## src/rtl/tccw_pkg.sv

```systemverilog
package tccw_pkg;

	// Screen geometry defaults
	localparam int COLUMNS_DEF = 80;
	localparam int ROWS_DEF    = 25;

	// Queue between front and back
	localparam int QUEUE_DEPTH = 2;

	// Field widths
	localparam int CHAR_W = 8;
	localparam int RROW_W = 5;
	localparam int RCOL_W = 7;
	localparam int POS_W  = 11;

	// Special character codes
	localparam logic [CHAR_W-1:0] CHAR_NUL     = 8'h00;
	localparam logic [CHAR_W-1:0] CHAR_NEWLINE = 8'h0A;

	// Request function codes
	localparam logic FUNC_WRITE = 1'b0;
	localparam logic FUNC_READ  = 1'b1;

	typedef struct packed {
		logic              func;
		logic [CHAR_W-1:0] char_code;
		logic              last_char;
		logic [RROW_W-1:0] read_row;
		logic [RCOL_W-1:0] read_col;
	} req_word_t;

	typedef struct packed {
		logic              cursor_update;
		logic [POS_W-1:0]  cursor_pos;
		logic              scrolled;
		logic              refresh_display;
		logic [CHAR_W-1:0] read_char;
	} rsp_word_t;

	typedef enum logic [1:0] {
		OP_NOP,
		OP_NEWLINE,
		OP_PRINT,
		OP_READ
	} op_t;

	// Classified word as it travels through the queue
	typedef struct packed {
		op_t               op;
		logic [CHAR_W-1:0] ch;
		logic              last;
		logic              rd_ok;
		logic [RROW_W-1:0] rrow;
		logic [RCOL_W-1:0] rcol;
	} entry_t;

	typedef enum logic [2:0] {
		ST_IDLE,
		ST_SCROLL,
		ST_ADDR,
		ST_MEM,
		ST_DONE
	} state_t;

endpackage

```

## src/rtl/tccw_fifo.sv

```systemverilog
module tccw_fifo #(
	parameter int DEPTH = tccw_pkg::QUEUE_DEPTH
) (
	input  logic             clk,
	input  logic             arst_n,
	input  logic             push,
	input  tccw_pkg::entry_t push_entry,
	input  logic             pop,
	output tccw_pkg::entry_t head,
	output logic             full,
	output logic             empty
);

	localparam int PTR_W = (DEPTH > 1) ? $clog2(DEPTH) : 1;
	localparam int CNT_W = $clog2(DEPTH + 1);

	tccw_pkg::entry_t  slot_q [DEPTH];
	logic [PTR_W-1:0]  wr_ptr_q;
	logic [PTR_W-1:0]  rd_ptr_q;
	logic [CNT_W-1:0]  count_q;

	assign full  = (count_q == CNT_W'(DEPTH));
	assign empty = (count_q == '0);
	assign head  = slot_q[rd_ptr_q];

	// Store the incoming word
	always_ff @(posedge clk) begin
		if (push) begin
			slot_q[wr_ptr_q] <= push_entry;
		end
	end

	// Advance pointers and occupancy
	always_ff @(posedge clk or negedge arst_n) begin
		if (!arst_n) begin
			wr_ptr_q <= '0;
			rd_ptr_q <= '0;
			count_q  <= '0;
		end else begin
			if (push) begin
				wr_ptr_q <= (wr_ptr_q == PTR_W'(DEPTH - 1)) ? '0 : wr_ptr_q + 1'b1;
			end
			if (pop) begin
				rd_ptr_q <= (rd_ptr_q == PTR_W'(DEPTH - 1)) ? '0 : rd_ptr_q + 1'b1;
			end
			if (push && !pop) begin
				count_q <= count_q + 1'b1;
			end else if (pop && !push) begin
				count_q <= count_q - 1'b1;
			end
		end
	end

endmodule

```

## config.mk

```make
export PLATFORM = sky130hd
export DESIGN_NAME = tccw_fifo
export DESIGN_NICKNAME = d
export VERILOG_FILES = /design/src/rtl/tccw_pkg.sv /design/src/rtl/tccw_fifo.sv
export SDC_FILE = /design/constraint.sdc
export NUM_CORES = 1
export LEC_CHECK = 0
export ABC_AREA = 1
export BUFFER_PORTS_ARGS = -buffer_cell sky130_fd_sc_hd__buf_2
export CAP_MARGIN = 20
export CORE_ASPECT_RATIO = 0.5
export CORE_MARGIN = 3
export CORE_UTILIZATION = 55
export CTS_BUF_LIST = sky130_fd_sc_hd__clkbuf_16
export DETAILED_ROUTE_END_ITERATION = 12
export PLACE_DENSITY = 0.82
export SLEW_MARGIN = 30
export SYNTH_ARGS = -nofsm -noshare
export SYNTH_HDL_FRONTEND = slang
export SYNTH_SLANG_ARGS = --single-unit
```

## constraint.sdc

```tcl
create_clock -name clk -period 4.6 [get_ports clk]
set_clock_uncertainty 0.15 [all_clocks]
set_input_delay 0.46 -clock clk [delete_from_list [all_inputs] [get_ports clk]]
set_output_delay 0.46 -clock clk [all_outputs]
set_load 0.02 [all_outputs]
```

-- Word level (Yosys, flattened, before mapping)
Memories as Yosys holds them, arrays and structs flattened.
Index checks and enable logic that the tools add are counted.
- flip-flop bits (word level): 4
- latch bits: 0
- memory bits (writable): 48
- ROM bits: 0
- input bits: 28
- output and inout bits: 26
- memories kept: 1
- memories (memory ; depth ; width ; rd ports ; clocked after Yosys merged registers in ; wr ports ; RTL line ; RTL):
    slot_q ; 2 ; 24 ; 1 ; 0 ; 1 ; tccw_fifo.sv:17 ; tccw_pkg::entry_t slot_q [DEPTH];
- add/sub/neg operators: 4
- multiply operators: 0
- div/mod/pow operators: 0
- order comparisons: 0
- equality and inequality tests: 1
- shift-type cells: 0
- mux-type cells: 6
- bitwise gates (word level): 0
- reduce and logical (&&, ||, !) cells: 6
- operator list (kind ; number):
    $mux 1 ; 4
    $mux 2 ; 2
    $add 1x1->1 const B ; 2
    $add 2x1->2 const B ; 1
    $eq 2x2->1 const B ; 1
    $logic_and 1x1->1 ; 2
    $logic_not 1->1 ; 2
    $logic_not 2->1 ; 1
    $reduce_bool 2->1 ; 1
    $sub 2x1->2 const B ; 1

-- Longest topological paths before layout
Gate-level depths: netlist (run 1).
- word-level depth: 4
- gate-level depth with buffers: 7
- depth with buffers taken out: 7

-- Worst setup path after synthesis (run 1)
No wires, ideal clock.
- path type: input-to-reg
- start point: in push
- end point: mem slot_q[0][0] (netlist name), enable pin
- setup time: 405 ps
- arrival: 1515 ps
- path slack: 2529 ps
- stages on the path: 2
- path through: inv_1 -> nor2_1
- word-level cells in the longest chain between the ends: 2
- RTL lines (item ; RTL line ; RTL):
    start, declared ; tccw_fifo.sv:6 ; input logic push,
    $mux 1 ; tccw_fifo.sv:28 ; if (push) begin
    $mux 1 (not written as such) ; tccw_fifo.sv:29 ; slot_q[wr_ptr_q] <= push_entry;
    end, declared ; tccw_fifo.sv:17 ;
Every way passes these cells.

==> results of run 1 <==
[registers in the layout, indices dropped and copies added, names as in the netlist]
signal / flops
count_q: 2
rd_ptr_q: 1
slot_q: 48
wr_ptr_q: 1
[metal layers]
layer / vias up / track usage [%] / wire length, µm
met5: - / 0 / 0
met4: 0 / 4.43 / 27
met3: 2 / 4.93 / 159
met2: 27 / 29.3 / 1850
met1: 494 / 18.1 / 1290
li1: 488 / - / -
[power by group through the flow]
stage	combinational (mW)	sequential, mW	clock [mW]
after detailed placement	0.534	0.695	0
after floorplan	0.446	0.668	0
after global placement	0.524	0.685	0
after CTS	0.539	0.685	0.395
final	0.528	0.685	0.386
after global routing	0.565	0.694	0.422
[critical path, delay by kind of cell (launching register included)]
kind,cells,cell delay [ps]
flip-flops,1,570
multiplexers,1,380
buffers and inverters,2,550
[cells by family (layout without fill, tap and decap cells)]
group | count (synthesis) | in the layout | share of synthesized area, %
flops | 52 | 52 | 75.5
mux | 24 | 24 | 16.7
simple gates | 10 | 10 | 2.02
buf+inv | 10 | 69 | 3.80
xor+xnor | 3 | 3 | 1.29
fa+ha+maj | 1 | 1 | 0.613
[area by class of cell]
class	count	area share, %
Clock inverter	1	1.20
Multi-Input combinational cell	38	17.0
Timing Repair Buffer	56	11.6
Inverter	7	1.05
Sequential cell	52	61.7
Clock buffer	5	5.01
Tap cell	48	2.40
[how the worst max path moves through the flow]
stage,to,slack [ps],cells past startpoint
CTS,head[9],2200,3
global placement,head[3],2540,3
floorplan,slot_q[0][0]$_DFFE_PP_,2530,2
global route,head[9],2140,3
detailed placement,head[8],2500,3
finish,head[9],2210,3
[layout by cell type (no fill, tap or decap)]
master          n
bufinv_16       1
inv_1           6
nor2_1          2
xnor2_1         1
ha_1            1
xor2_1          2
mux2_2          5
buf_2          53
mux2_4         19
nand3_1         1
dlygate4sd3_1   1
clkinv_1        1
nand2_1         5
nand4_1         1
dfrtp_1         4
clkbuf_16       5
nor2_2          1
buf_4           2
edfxtp_1       48
[through the flow]
| step | setup WS, ps | cell area (µm²) | power (mW) | std cells |
|---|---|---|---|---|
| floorplan | 2530 | 2040 | 1.11 | 100 |
| global placement | 2540 | 2330 | 1.21 | 200 |
| detailed placement | 2500 | 2330 | 1.23 | 200 |
| CTS | 2200 | 2500 | 1.62 | 207 |
| global route | 2140 | 2500 | 1.68 | 207 |
| finish | 2210 | 2500 | 1.60 | 207 |
==> run metrics, run 1 <==
startpoint types flip-flop; Final Util 76.7%; Internal 1.12 mW; hold_sp push_entry[15]; first-pass GRT wire length 5280 µm; Psw 479 µW; post-DR wirelength/cell 16.1 µm; CTS tree built; hold_ws 219 ps; clock power share 24.1%; cell area after synthesis 2040 µm²; minimum clock period 2390 ps; Max-Cap Viols 0; area occupied by multi-input gates 424 µm²; CP max stage cell dfrtp_1; most instantiated cells after synthesis edfxtp_1 (48), mux2_4 (19), inv_1 (7), mux2_2 (5), nand2_1 (5); r2r startpoint wr_ptr_q$_DFFE_PN0P_; die area 4520 µm²; Sequential Power Share 42.8%; Gate power share 33.1%; Hold-fix buffers, CTS 1; Reg2Reg Depth 2; synthesis-to-layout area growth 22.4%; dominant cell type by area after synthesis edfxtp_1; Die Wd 92.1 µm; Initial DRC Count 46; sequential cell area 1540 µm²; port buffer count 53; Area contributors post-synth edfxtp_1 (71%), mux2_4 (14%), dfrtp_1 (4.9%); Peak supply drop 0.381 mV; # nets final 189; setup TNS 0 ps; die height 49.1 µm; #FFs+latches synth 52; worst hold path type primary input to flip-flop; CP Cell Sequence buf_4 -> mux2_2 -> buf_2; share of layout cells above drive strength 1 54.1%; Slew Limit Fails 0; register area share after synthesis 75.5%; RSZ-0062 raised after global routing false; Synth Flop Type edfxtp_1; clock tree buffer depth 2; core area 3260 µm²; # resized after CTS 0; Remaining Overflow, GRT 0; vias in the first global route 1066; WL final 3320 µm; final setup vio count 0; WHS Endpoint slot_q[1][15]$_DFFE_PP_; Max FO, Critical Path 19; I/O pins 54; Post-DRT Antenna Nets 0; RR Endpoint slot_q[1][23]$_DFFE_PP_; hold path depth 1; Post-synth EDFFs 48; Num Clock Sinks 52; fillers 207; Hold Vio Cnt, Final 0; syn_area_per_cell 20.4 µm²; Mapped Nets 129; Critical Path RT 3990 ps; DP Wirelength 2400 µm; Post-CTS Setup Inserts 0; Initial Utilization 62.6%; Clk Latency, worst-skew pair 270 ps; Mapped Cells 100; Rel. slew slack 43.6%; count leader, synth edfxtp_1; FMAX 0.418 GHz; crit path launch rd_ptr_q$_DFFE_PN0P_; Critical Path Max Stage Delay 570 ps; initial antenna violation count 0; H-tree Lvls 2; Ys Warns 0; Synth top area share 70.6%; leakage 1.05 nW; pin count of the biggest net entering global routing 25; Total GRT Usage 16.0%; Ant. Diodes 0; flop-to-flop setup slack 2800 ps; Post-route DRC 0; Vias 1011; root buffer cell clkbuf_16; PD cells 640 nW/µm²; period utilization 52.0%; Sw Share 29.9%; WP data arrival 1780 ps; First-pass DRT Iterations 4; Worst setup EP type primary output; RePlAce Congestion 0.605; row count 14; outcome finished, final reports clean; Async SR Flop Fraction 7.69%; clock slew at reported path FFs 60 ps; WS Path Type flip-flop to primary output; Cell variety after synth 14; CTS Buf Count 5; worst-margin pin slew 841 ps; routed vias/inst 4.88
No activity file was read; power rests on OpenSTA's default activity.
==> run 2: changes to the inputs <==
- CORE_UTILIZATION: 55 -> 51
- PLACE_DENSITY: 0.82 -> 0.77
- clock period: 4.6 -> 2.3 ns (I/O delays scaled with it)
==> run 2 against run 1 <==
Effect of this change:
- die area increased by 7.1%
- total power increased by 110%
- critical path type unchanged
- sequential cell count unchanged
- first-iteration DRC count decreased by 43%
==> run metrics, run 2 (same netlist as run 1, synthesis figures left out) <==
outcome finished, final reports clean; WP data arrival 1530 ps (-250 ps); # resized after CTS 0 (unchanged); PD cells 1190 nW/µm² (+85%); Num Clock Sinks 52 (unchanged); worst-margin pin slew 278 ps (-563 ps); Vias 1073 (+6.1%); Worst setup EP type primary output; routed vias/inst 4.53 (-7.3%); # nets final 214 (+13%); CTS tree built; core area 3640 µm² (+12%); Initial Utilization 56.0% (-6.6 points); Max FO, Critical Path 22 (+3); First-pass DRT Iterations 3 (-1); WS Path Type flip-flop to primary output; die area 4840 µm² (+7.1%); vias in the first global route 1103 (+3.5%); Max-Cap Viols 0 (unchanged); placed cell area 2360 µm² (+1.0%); root buffer cell clkbuf_16; post-DR wirelength/cell 13.9 µm (-13%); Clk Latency, worst-skew pair 280 ps (about the same); startpoint types flip-flop; worst hold path type primary input to flip-flop; Total GRT Usage 15.5% (-0.48 points); Post-CTS Setup Inserts 0 (unchanged); Slew Limit Fails 0 (unchanged); minimum clock period 1910 ps; H-tree Lvls 2 (unchanged); clock slew at reported path FFs 60 ps (about the same); row count 15 (+1); Most flops, register slot_q; Largest regs slot_q x48, count_q x2; Post-route DRC 0 (unchanged); Critical Path RT 1920 ps (-2070 ps); period utilization 83.0%; die height 50.7 µm (+3.4%); pin count of the biggest net entering global routing 23 (-8.0%); synthesis-to-layout area growth 35.9%; Design Area, Final 2770 µm² (+11%); Die Wd 95.5 µm (+3.6%); sequential cell area 1540 µm² (unchanged); Rel. slew slack 81.5% (+38 points); FMAX 0.524 GHz; DP Wirelength 2090 µm (-13%); leakage 1.17 nW (+12%); Remaining Overflow, GRT 0 (unchanged); most common cell after layout, fill and taps aside buf_2; Hold Vio Cnt, Final 0 (unchanged); WL final 3300 µm (-0.75%); Ant. Diodes 0 (unchanged); I/O pins 54 (unchanged); first-pass GRT wire length 5360 µm (+1.6%); share of layout cells above drive strength 1 47.3% (-6.8 points); RePlAce Congestion 0.626 (+3.6%); CTS Buf Count 5 (unchanged); Initial DRC Count 26 (-43%); initial antenna violation count 0 (unchanged); final setup vio count 0 (unchanged); port buffer count 53 (unchanged); fillers 234 (+13%); clock tree buffer depth 2 (unchanged); most frequent cells in the layout buf_2 (53), edfxtp_1 (48), dlygate4sd3_1 (25), mux2_4 (19), inv_1 (7); Hold-fix buffers, CTS 25 (+24); area occupied by multi-input gates 424 µm² (unchanged); setup TNS 0 ps (unchanged); RSZ-0062 raised after global routing false; dpl cells 204 (+2.0%); Final Non-Filler Cells 237 (+14%); max reg flops 48 (unchanged); Peak supply drop 0.831 mV (+120%); Post-DRT Antenna Nets 0 (unchanged)
-- run 2: changes by cell type in the layout (fill, tap and decap cells not counted) --
cell,before,now
buf_12,0,1
inv_1,6,7
clkinv_4,0,1
dlygate4sd3_1,1,25
-- run 2: metal layers --
metal	wire length [µm]	track usage, %	part of all wire (%)	up-vias
met5	0	0	0	-
met4	32	7.08	0.97	0
met3	166	4.64	5.0	4
met2	1770	27.3	54	26
met1	1330	17.3	40	506
li1	-	-	-	537
-- run 2: worst max-delay path, stage by stage (launching register included) --
cell	delay [ps]
dfrtp_1	490
buf_12	240
mux2_2	350
buf_2	160
-- run 2: layout make-up --
type	count	area share (%)
clock buffer	5	4.51
clock inverter	3	1.53
inverter	7	0.947
multi-input combinational	38	15.3
sequential	52	55.6
tap	51	2.30
timing repair buffer	81	19.8
-- run 2: power breakdown --
part | total [mW] | switching, mW | internal [mW] | leakage (nW)
clock | 0.810 | 0.300 | 0.511 | 0.0814
sequential | 1.35 | 0.0883 | 1.26 | 0.498
combinational | 1.13 | 0.599 | 0.528 | 0.587
total | 3.29 | 0.987 | 2.30 | 1.17
-- run 2: final timing paths --
| kind | start | end | slack [ps] | depth (start not counted) |
|---|---|---|---|---|
| worst min-delay path | pop | rd_ptr_q$_DFFE_PN0P_ | 4 | 2 |
| worst min register to register | wr_ptr_q$_DFFE_PN0P_ | wr_ptr_q$_DFFE_PN0P_ | 370 | 1 |
| max in group asynchronous | arst_n | wr_ptr_q$_DFFE_PN0P_ | 1750 | 2 |
| worst max-delay path | rd_ptr_q$_DFFE_PN0P_ | head[4] | 390 | 3 |
| min in group asynchronous | arst_n | rd_ptr_q$_DFFE_PN0P_ | 130 | 2 |
| worst max register to register | wr_ptr_q$_DFFE_PN0P_ | slot_q[0][8]$_DFFE_PP_ | 820 | 2 |
-- run 2: per-stage QoR --
step / total power [mW] / hold slack [ps] / setup slack, ps / util [%]
after floorplan: 2.23 / -216 / 310 / -
after global placement: 2.45 / -110 / 727 / 64.7
after detailed placement: 2.48 / -108 / 698 / 64.7
after CTS: 3.32 / 0.780 / 380 / 76.2
after global routing: 3.45 / 13.7 / 335 / 76.2
final: 3.29 / 4.32 / 392 / 76.2
